==> config.mk <==
export PLATFORM = sky130hd
export DESIGN_NAME = url_html_escape_codec
export DESIGN_NICKNAME = d
export VERILOG_FILES = /design/src/rtl/uhe_pkg.sv /design/src/rtl/url_html_escape_codec.sv /design/src/rtl/uhe_front.sv /design/src/rtl/uhe_queue.sv /design/src/rtl/uhe_back.sv
export SDC_FILE = /design/constraint.sdc
export NUM_CORES = 1
export LEC_CHECK = 0
export ABC_CLOCK_PERIOD_IN_PS = 25200
export BUFFER_PORTS_ARGS = -buffer_cell sky130_fd_sc_hd__buf_2
export CELL_PAD_IN_SITES_DETAIL_PLACEMENT = 1
export CELL_PAD_IN_SITES_GLOBAL_PLACEMENT = 1
export CORE_AREA = 2 2 146 148
export DETAILED_ROUTE_END_ITERATION = 8
export DIE_AREA = 0 0 148 150
export GPL_TIMING_DRIVEN = 0
export HOLD_SLACK_MARGIN = 0.08
export PLACE_DENSITY_LB_ADDON = 0.1
export REMOVE_ABC_BUFFERS = 1
export SLEW_MARGIN = 20
export SYNTH_ARGS = -nofsm -noshare
export SYNTH_HDL_FRONTEND = slang
export SYNTH_SLANG_ARGS = --single-unit
export TNS_END_PERCENT = 5
==> constraint.sdc <==
create_clock -name clk -period 25.2 [get_ports clk]
set_input_delay 3.78 -clock clk [delete_from_list [all_inputs] [get_ports clk]]
set_output_delay 3.78 -clock clk [all_outputs]
set_load 0.005 [all_outputs]
==> src/rtl/uhe_pkg.sv <==
`default_nettype none
package uhe_pkg;

  // codec mode register values
  typedef logic [1:0] mode_t;
  localparam mode_t MODE_URL_ENC  = 2'd0;
  localparam mode_t MODE_URL_DEC  = 2'd1;
  localparam mode_t MODE_HTML_ENC = 2'd2;

  // decoder hold state
  typedef logic [1:0] pend_t;
  localparam pend_t PEND_NONE  = 2'd0;
  localparam pend_t PEND_PCT   = 2'd1;
  localparam pend_t PEND_DIGIT = 2'd2;

  // most bytes one request can expand into
  localparam int MaxBytes = 6;
  localparam int CountW   = $clog2(MaxBytes + 1);
  localparam int IdxW     = $clog2(MaxBytes);

  // character codes
  localparam logic [7:0] CH_PCT   = 8'h25;
  localparam logic [7:0] CH_PLUS  = 8'h2B;
  localparam logic [7:0] CH_SPACE = 8'h20;
  localparam logic [7:0] CH_LT    = 8'h3C;
  localparam logic [7:0] CH_GT    = 8'h3E;
  localparam logic [7:0] CH_AMP   = 8'h26;
  localparam logic [7:0] CH_QUOT  = 8'h22;
  localparam logic [7:0] CH_APOS  = 8'h27;
  localparam logic [7:0] CH_SEMI  = 8'h3B;
  localparam logic [7:0] CH_HASH  = 8'h23;
  localparam logic [7:0] CH_DASH  = 8'h2D;
  localparam logic [7:0] CH_DOT   = 8'h2E;
  localparam logic [7:0] CH_UNDER = 8'h5F;
  localparam logic [7:0] CH_TILDE = 8'h7E;

  // one classified request, bytes in output order
  typedef struct packed {
    logic [MaxBytes-1:0][7:0] bytes;
    logic [CountW-1:0]        count;
    logic                     last;
  } job_t;

  function automatic logic is_digit(input logic [7:0] b);
    return (b >= 8'h30) && (b <= 8'h39);
  endfunction

  function automatic logic is_hex(input logic [7:0] b);
    return is_digit(b) || ((b >= 8'h41) && (b <= 8'h46)) ||
           ((b >= 8'h61) && (b <= 8'h66));
  endfunction

  function automatic logic [3:0] hex_value(input logic [7:0] b);
    logic [7:0] v;
    if (is_digit(b)) begin
      v = b - 8'h30;
    end else if ((b >= 8'h41) && (b <= 8'h46)) begin
      v = b - 8'h37;
    end else if ((b >= 8'h61) && (b <= 8'h66)) begin
      v = b - 8'h57;
    end else begin
      v = 8'h00;
    end
    return v[3:0];
  endfunction

  function automatic logic is_plain(input logic [7:0] b);
    return is_digit(b) || ((b >= 8'h41) && (b <= 8'h5A)) ||
           ((b >= 8'h61) && (b <= 8'h7A)) || (b == CH_DASH) ||
           (b == CH_DOT) || (b == CH_UNDER) || (b == CH_TILDE);
  endfunction

  // uppercase hex character for a nibble
  function automatic logic [7:0] hex_char(input logic [3:0] nib);
    if (nib < 4'd10) begin
      return 8'h30 + {4'h0, nib};
    end else begin
      return 8'h37 + {4'h0, nib};
    end
  endfunction

endpackage
`default_nettype wire

==> src/rtl/url_html_escape_codec.sv <==
// a request goes through a queue slot, the current-request register and the
//   single output byte register; one output byte per cycle while out_ready
//   allows, and a request holds the output side until its last byte is out
// input takes one byte per cycle while the two-entry request queue has room
// reset: mode returns to url encode, held escape bytes, queue and output clear
`default_nettype none
module url_html_escape_codec (
  input  wire logic        clk,
  input  wire logic        rst,
  input  wire logic        psel,
  input  wire logic        penable,
  input  wire logic        pwrite,
  input  wire logic [2:0]  paddr,
  input  wire logic [31:0] pwdata,
  output logic [31:0]      prdata,
  output logic             pready,
  input  wire logic        in_valid,
  output logic             in_ready,
  input  wire logic [7:0]  in_byte,
  input  wire logic        string_last,
  output logic             out_valid,
  input  wire logic        out_ready,
  output logic [7:0]       out_byte,
  output logic             run_last,
  output logic             string_done
);
  import uhe_pkg::*;

  mode_t codec_mode;
  logic  mode_write;
  logic  q_full;
  logic  push;
  job_t  push_job;
  logic  pop;
  logic  q_valid;
  job_t  q_job;

  // register port
  assign pready     = 1'b1;
  assign mode_write = psel && penable && pwrite && (paddr[2] == 1'b0);
  assign prdata     = (paddr[2] == 1'b0) ? {30'h0, codec_mode} : 32'h0;

  always_ff @(posedge clk) begin
    if (rst) begin
      codec_mode <= MODE_URL_ENC;
    end else if (mode_write) begin
      codec_mode <= pwdata[1:0];
    end
  end

  uhe_front u_front (
    .clk         (clk),
    .rst         (rst),
    .mode        (codec_mode),
    .mode_write  (mode_write),
    .in_valid    (in_valid),
    .in_ready    (in_ready),
    .in_byte     (in_byte),
    .string_last (string_last),
    .q_full      (q_full),
    .push        (push),
    .push_job    (push_job)
  );

  uhe_queue u_queue (
    .clk      (clk),
    .rst      (rst),
    .push     (push),
    .push_job (push_job),
    .full     (q_full),
    .pop      (pop),
    .q_valid  (q_valid),
    .q_job    (q_job)
  );

  uhe_back u_back (
    .clk         (clk),
    .rst         (rst),
    .q_valid     (q_valid),
    .q_job       (q_job),
    .pop         (pop),
    .out_valid   (out_valid),
    .out_ready   (out_ready),
    .out_byte    (out_byte),
    .run_last    (run_last),
    .string_done (string_done)
  );

endmodule
`default_nettype wire

==> src/rtl/uhe_front.sv <==
`default_nettype none
module uhe_front (
  input  wire logic           clk,
  input  wire logic           rst,
  input  wire uhe_pkg::mode_t mode,
  input  wire logic           mode_write,
  input  wire logic           in_valid,
  output logic                in_ready,
  input  wire logic [7:0]     in_byte,
  input  wire logic           string_last,
  input  wire logic           q_full,
  output logic                push,
  output uhe_pkg::job_t       push_job
);
  import uhe_pkg::*;

  pend_t            pending_count, pending_count_next;
  logic [7:0]       pending_digit, pending_digit_next;
  logic [MaxBytes-1:0][7:0] bytes;
  logic [CountW-1:0] n;
  logic             do_fresh;
  logic             accept;

  assign in_ready = !q_full;
  assign accept   = in_valid && in_ready;

  // classify the byte and build its expansion
  always_comb begin
    bytes              = '0;
    n                  = '0;
    do_fresh           = 1'b0;
    pending_count_next = pending_count;
    pending_digit_next = pending_digit;
    unique case (mode)
      MODE_URL_ENC: begin
        if (is_plain(in_byte)) begin
          bytes[0] = in_byte;
          n        = CountW'(1);
        end else begin
          bytes[0] = CH_PCT;
          bytes[1] = hex_char(in_byte[7:4]);
          bytes[2] = hex_char(in_byte[3:0]);
          n        = CountW'(3);
        end
      end
      MODE_URL_DEC: begin
        // escape in progress
        unique case (pending_count)
          PEND_PCT: begin
            if (is_hex(in_byte)) begin
              pending_count_next = PEND_DIGIT;
              pending_digit_next = in_byte;
            end else begin
              bytes[n[IdxW-1:0]] = CH_PCT;
              n                  = n + CountW'(1);
              pending_count_next = PEND_NONE;
              do_fresh           = 1'b1;
            end
          end
          PEND_DIGIT: begin
            pending_count_next = PEND_NONE;
            if (is_hex(in_byte)) begin
              bytes[n[IdxW-1:0]] = {hex_value(pending_digit), hex_value(in_byte)};
              n                  = n + CountW'(1);
            end else begin
              bytes[n[IdxW-1:0]] = CH_PCT;
              n                  = n + CountW'(1);
              bytes[n[IdxW-1:0]] = pending_digit;
              n                  = n + CountW'(1);
              do_fresh           = 1'b1;
            end
          end
          default: begin
            pending_count_next = PEND_NONE;
            do_fresh           = 1'b1;
          end
        endcase
        // byte seen with nothing held
        if (do_fresh) begin
          if (in_byte == CH_PCT) begin
            pending_count_next = PEND_PCT;
          end else begin
            bytes[n[IdxW-1:0]] = (in_byte == CH_PLUS) ? CH_SPACE : in_byte;
            n                  = n + CountW'(1);
          end
        end
        // flush held bytes at end of string
        if (string_last) begin
          if (pending_count_next == PEND_PCT) begin
            bytes[n[IdxW-1:0]] = CH_PCT;
            n                  = n + CountW'(1);
          end else if (pending_count_next == PEND_DIGIT) begin
            bytes[n[IdxW-1:0]] = CH_PCT;
            n                  = n + CountW'(1);
            bytes[n[IdxW-1:0]] = pending_digit_next;
            n                  = n + CountW'(1);
          end
          pending_count_next = PEND_NONE;
          pending_digit_next = '0;
        end
      end
      MODE_HTML_ENC: begin
        unique case (in_byte)
          CH_LT: begin
            bytes[0] = CH_AMP;
            bytes[1] = 8'h6C;
            bytes[2] = 8'h74;
            bytes[3] = CH_SEMI;
            n        = CountW'(4);
          end
          CH_GT: begin
            bytes[0] = CH_AMP;
            bytes[1] = 8'h67;
            bytes[2] = 8'h74;
            bytes[3] = CH_SEMI;
            n        = CountW'(4);
          end
          CH_AMP: begin
            bytes[0] = CH_AMP;
            bytes[1] = 8'h61;
            bytes[2] = 8'h6D;
            bytes[3] = 8'h70;
            bytes[4] = CH_SEMI;
            n        = CountW'(5);
          end
          CH_QUOT: begin
            bytes[0] = CH_AMP;
            bytes[1] = 8'h71;
            bytes[2] = 8'h75;
            bytes[3] = 8'h6F;
            bytes[4] = 8'h74;
            bytes[5] = CH_SEMI;
            n        = CountW'(6);
          end
          CH_APOS: begin
            bytes[0] = CH_AMP;
            bytes[1] = CH_HASH;
            bytes[2] = 8'h33;
            bytes[3] = 8'h39;
            bytes[4] = CH_SEMI;
            n        = CountW'(5);
          end
          default: begin
            bytes[0] = in_byte;
            n        = CountW'(1);
          end
        endcase
      end
      default: begin
        bytes[0] = in_byte;
        n        = CountW'(1);
      end
    endcase
  end

  // requests with no output bytes never enter the queue
  assign push           = accept && (n != '0);
  assign push_job.bytes = bytes;
  assign push_job.count = n;
  assign push_job.last  = string_last;

  // decoder hold state
  always_ff @(posedge clk) begin
    if (rst || mode_write) begin
      pending_count <= PEND_NONE;
      pending_digit <= '0;
    end else if (accept) begin
      pending_count <= pending_count_next;
      pending_digit <= pending_digit_next;
    end
  end

endmodule
`default_nettype wire

==> src/rtl/uhe_queue.sv <==
`default_nettype none
module uhe_queue (
  input  wire logic          clk,
  input  wire logic          rst,
  input  wire logic          push,
  input  wire uhe_pkg::job_t push_job,
  output logic               full,
  input  wire logic          pop,
  output logic               q_valid,
  output uhe_pkg::job_t      q_job
);
  import uhe_pkg::*;

  localparam int Depth = 2;
  localparam int PtrW  = $clog2(Depth);

  job_t             slots [Depth];
  logic [PtrW-1:0]  wr_ptr;
  logic [PtrW-1:0]  rd_ptr;
  logic [PtrW:0]    fill;

  assign full    = (fill == (PtrW+1)'(Depth));
  assign q_valid = (fill != '0);
  assign q_job   = slots[rd_ptr];

  // slot storage
  always_ff @(posedge clk) begin
    if (push) begin
      slots[wr_ptr] <= push_job;
    end
  end

  // pointers and fill level
  always_ff @(posedge clk) begin
    if (rst) begin
      wr_ptr <= '0;
      rd_ptr <= '0;
      fill   <= '0;
    end else begin
      if (push) begin
        wr_ptr <= wr_ptr + PtrW'(1);
      end
      if (pop) begin
        rd_ptr <= rd_ptr + PtrW'(1);
      end
      if (push && !pop) begin
        fill <= fill + (PtrW+1)'(1);
      end else if (pop && !push) begin
        fill <= fill - (PtrW+1)'(1);
      end
    end
  end

endmodule
`default_nettype wire

==> src/rtl/uhe_back.sv <==
`default_nettype none
module uhe_back (
  input  wire logic          clk,
  input  wire logic          rst,
  input  wire logic          q_valid,
  input  wire uhe_pkg::job_t q_job,
  output logic               pop,
  output logic               out_valid,
  input  wire logic          out_ready,
  output logic [7:0]         out_byte,
  output logic               run_last,
  output logic               string_done
);
  import uhe_pkg::*;

  job_t            job;
  logic            job_valid;
  logic [IdxW-1:0] idx;
  logic            take;
  logic            emit;
  logic            fin;

  assign take = !out_valid || out_ready;
  assign emit = job_valid && take;
  assign fin  = (CountW'(idx) == (job.count - CountW'(1)));
  assign pop  = q_valid && (!job_valid || (emit && fin));

  // current request and byte index
  always_ff @(posedge clk) begin
    if (rst) begin
      job_valid <= 1'b0;
      idx       <= '0;
    end else if (pop) begin
      job_valid <= 1'b1;
      idx       <= '0;
    end else if (emit && fin) begin
      job_valid <= 1'b0;
    end else if (emit) begin
      idx <= idx + IdxW'(1);
    end
  end

  always_ff @(posedge clk) begin
    if (pop) begin
      job <= q_job;
    end
  end

  // output register
  always_ff @(posedge clk) begin
    if (rst) begin
      out_valid <= 1'b0;
    end else if (emit) begin
      out_valid <= 1'b1;
    end else if (out_ready) begin
      out_valid <= 1'b0;
    end
  end

  always_ff @(posedge clk) begin
    if (emit) begin
      out_byte    <= job.bytes[idx];
      run_last    <= fin;
      string_done <= fin && job.last;
    end
  end

endmodule
`default_nettype wire

==> results_dict.tcl <==
set metrics [dict create \
    run_status "finished clean" \
    highest_ir_drop_seen_on_vdd_v 0.0000419 \
    fin_total_pwr_uw 991 \
    grt_pass1_wl_um 44000 \
    predominant_post_synthesis_flop_cell "sky130_fd_sc_hd__edfxtp_1" \
    worst_ep_arrival_time_ps 10340 \
    cp-end-kind "flop" \
    final-seq-area_um2 5410 \
    holdWs_ps 522 \
    max_cap_viol_count 0 \
    layout_commonest_cell "sky130_fd_sc_hd__edfxtp_1" \
    post-cts-setup-buffer-count 0 \
    worstPathRequired_ps 25340 \
    achievable-frequency_mhz 98.0 \
    setup-violations-final 0 \
    timing.slew.headroom 0.239 \
    synth_edf_count 166 \
    first_global_vias 7306 \
    min_period_over_period 0.405 \
    dr_vias 7085 \
    postRouteAntennaNets 0 \
    dieWidth_um 148 \
    io_buffer_count 32 \
    dpl.hpwl_um 20900 \
    multi_input_combinational_cell_area_um2 4320 \
    power_per_unit_of_standard_cell_area_nw_per_um2 89.2 \
    clock_buffer_count_from_cts 17 \
    routedWlPerCell_um 24.3 \
    dieArea_um2 22200 \
    drcViolationCount 0 \
    cts_hold_buffers 0 \
    htree_num_levels 4 \
    place_ws_ps 14680 \
    clkLatencyLatePin_ps 440 \
    totalNegativeSetupSlack_ps 0 \
    rsz0062_at_grt "false" \
    drt_pre_antenna_iters 5 \
    diodes 0 \
    timing_worst_slew_pin_value_ps 1130 \
    floorplan.core_area_um2 20700 \
    layout.filler_cells 2203 \
    cts_resized 0 \
    yosys_register_bits 187 \
    cts_root_buffer "sky130_fd_sc_hd__clkbuf_16" \
    path_class "input pin to flop" \
    finalHoldViolCount 0 \
    proportion_of_layout_cells_with_a_drive_suffix_above_1 0.186 \
    routed_wire_length_um 28700 \
    layout.cells.most_common_list "166 x sky130_fd_sc_hd__edfxtp_1, 62 x sky130_fd_sc_hd__nand2_1, 54 x sky130_fd_sc_hd__mux2_2" \
    synth_seq_area_share 0.531 \
    p_leak_nw 3.95 \
    layout_min_cycle_time_ps 10210 \
    die_y_um 150 \
    clock_path_buffers 2 \
    sinks_on_clock_net 187 \
    layout.core_utilization 0.537 \
    drtIter0Drc 514 \
    vias_per_cell 6.01 \
    path_clk_slew_ps 80 \
    post_synth_instance_area_um2 10200 \
    fp-row-count 53 \
    floorplan.io_pins 96 \
    clock_tree_from_tritoncts "built" \
    warnings_from_yosys 0 \
    final-max-slew-violation-count 0 \
    grt_overflow 0 \
    yosysUniqueCellTypes 82 \
    nNetsFinal 972 \
    setup.worst_path.start_class "input pin" \
    largest_net_degree_at_the_start_of_global_routing 53 \
    ys_async_sr_fraction 0 \
    antenna_found_initial 0 \
    grt_util_all_layers 0.264 \
    cp_max_fo 24 \
    layout-area-overhead-vs-synth_pct 9.14 \
    finClkSkew_ps 16.5 \
    initial_utilization 0.492 \
    synth_cells 888 \
    hold_path.class "flop to flop" \
    worst_slack_ps 14990 \
    syn-mean-instance-area_um2 11.5 \
    gp_routability_congestion 0.920 \
]
cell usage after synthesis (4+ instances only):
master,instances,share of area
sky130_fd_sc_hd__o211ai_1,6,0.0044
sky130_fd_sc_hd__nor2b_1,14,0.0086
sky130_fd_sc_hd__dfxtp_1,21,0.041
sky130_fd_sc_hd__inv_1,37,0.014
sky130_fd_sc_hd__nand2b_1,9,0.0055
sky130_fd_sc_hd__buf_2,4,0.0020
sky130_fd_sc_hd__a22oi_1,16,0.012
sky130_fd_sc_hd__nand3_1,29,0.014
sky130_fd_sc_hd__buf_4,31,0.023
sky130_fd_sc_hd__and2_1,8,0.0049
sky130_fd_sc_hd__edfxtp_1,166,0.49
sky130_fd_sc_hd__clkbuf_1,43,0.016
sky130_fd_sc_hd__a21o_1,4,0.0029
sky130_fd_sc_hd__and3_1,8,0.0049
sky130_fd_sc_hd__o21a_1,9,0.0066
sky130_fd_sc_hd__nor2_1,49,0.018
sky130_fd_sc_hd__nand4_1,7,0.0043
sky130_fd_sc_hd__or2_2,4,0.0025
sky130_fd_sc_hd__a31o_2,5,0.0043
sky130_fd_sc_hd__o22ai_1,18,0.011
sky130_fd_sc_hd__a31oi_1,12,0.0074
sky130_fd_sc_hd__o31ai_1,11,0.0081
sky130_fd_sc_hd__nand2_1,62,0.023
sky130_fd_sc_hd__nor3_1,20,0.0098
sky130_fd_sc_hd__nor3_2,4,0.0039
sky130_fd_sc_hd__mux2i_1,13,0.013
sky130_fd_sc_hd__buf_1,5,0.0018
sky130_fd_sc_hd__a21oi_1,45,0.022
sky130_fd_sc_hd__o21ai_0,34,0.017
sky130_fd_sc_hd__ha_1,30,0.037
sky130_fd_sc_hd__a211oi_1,6,0.0044
sky130_fd_sc_hd__xor2_1,10,0.0086
sky130_fd_sc_hd__xnor2_1,10,0.0086
sky130_fd_sc_hd__mux4_2,8,0.018
sky130_fd_sc_hd__mux2_2,54,0.060
sky130_fd_sc_hd__o221ai_1,4,0.0034
logic make-up (layout without fill, tap and decap cells):
group | Yosys count | after routing | share of synthesized area
flip-flops | 187 | 187 | 0.531
AO/OA/AOI/OAI | 211 | 211 | 0.140
other | 2 | 35 | 0.000738
AND/OR/NAND/NOR | 235 | 235 | 0.120
multiplexers | 77 | 77 | 0.0930
buffers and inverters | 125 | 108 | 0.0595
XOR/XNOR | 21 | 21 | 0.0188
adder cells (fa/ha/maj) | 30 | 30 | 0.0369
worst paths after layout:
| kind | slack, ps | cells past startpoint | start | endpoint |
|---|---|---|---|---|
| worst max register to register | 19500 | 15 | u_front.pending_count[0]$_SDFFE_PP0P_ | u_queue.slots[0][20]$_DFFE_PP_ |
| worst min register to register | 520 | 1 | u_front.pending_digit[7]$_SDFFE_PP0P_ | u_front.pending_digit[7]$_SDFFE_PP0P_ |
| worst max-delay path | 14990 | 22 | in_byte[1] | u_queue.slots[0][20]$_DFFE_PP_ |
| worst min-delay path | 520 | 1 | u_front.pending_digit[7]$_SDFFE_PP0P_ | u_front.pending_digit[7]$_SDFFE_PP0P_ |
area by class of cell:
class | count | share of cell area
Clock buffer | 17 | 0.0383
Clock inverter | 15 | 0.0191
Inverter | 40 | 0.0135
Multi-Input combinational cell | 609 | 0.389
Sequential cell | 187 | 0.487
Tap cell | 275 | 0.0310
Timing Repair Buffer | 36 | 0.0223
worst max-delay path: stages:
cell	delay, ps
sky130_fd_sc_hd__buf_2	340
sky130_fd_sc_hd__inv_1	230
sky130_fd_sc_hd__ha_1	300
sky130_fd_sc_hd__or4b_4	580
sky130_fd_sc_hd__a31oi_1	400
sky130_fd_sc_hd__a21oi_1	230
sky130_fd_sc_hd__nor3_2	700
sky130_fd_sc_hd__nand2_1	250
sky130_fd_sc_hd__o21ai_0	230
sky130_fd_sc_hd__ha_1	210
sky130_fd_sc_hd__nor2_1	50
sky130_fd_sc_hd__a22oi_2	360
sky130_fd_sc_hd__inv_1	200
sky130_fd_sc_hd__ha_1	450
sky130_fd_sc_hd__xnor2_1	170
sky130_fd_sc_hd__a21oi_1	180
sky130_fd_sc_hd__o221ai_1	180
sky130_fd_sc_hd__a21oi_1	270
sky130_fd_sc_hd__o41a_1	310
sky130_fd_sc_hd__nor2b_4	440
sky130_fd_sc_hd__buf_12	250
sky130_fd_sc_hd__buf_16	190
layer usage:
layer,GRT usage,vias up,part of all wire
met2,0.453,147,0.50
met5,0,-,0
met3,0.0335,40,0.022
li1,-,3281,-
met1,0.355,3617,0.46
met4,0.0762,0,0.021
registers in the layout, indices dropped and copies added (netlist names), 2 cells and up:
register               count
u_back.idx                 3
codec_mode                 2
u_front.pending_digit      8
u_front.pending_count      2
u_back.out_byte            8
u_queue.fill               2
u_back.job                52
u_queue.slots            104
stage by stage:
stage	cell area (um2)	std cells
after floorplan	9850	836
after global placement	10400	1143
after detailed placement	10500	1147
after CTS	11100	1179
after global routing	11100	1179
final	11100	1179
power by group:
group          switching [mW]  total [mW]  leakage, nW  internal (mW)
registers              0.0374       0.481         1.75          0.443
logic                   0.127       0.228         1.89          0.101
clock network           0.136       0.283        0.309          0.146
(Power assumes the default switching activity.)
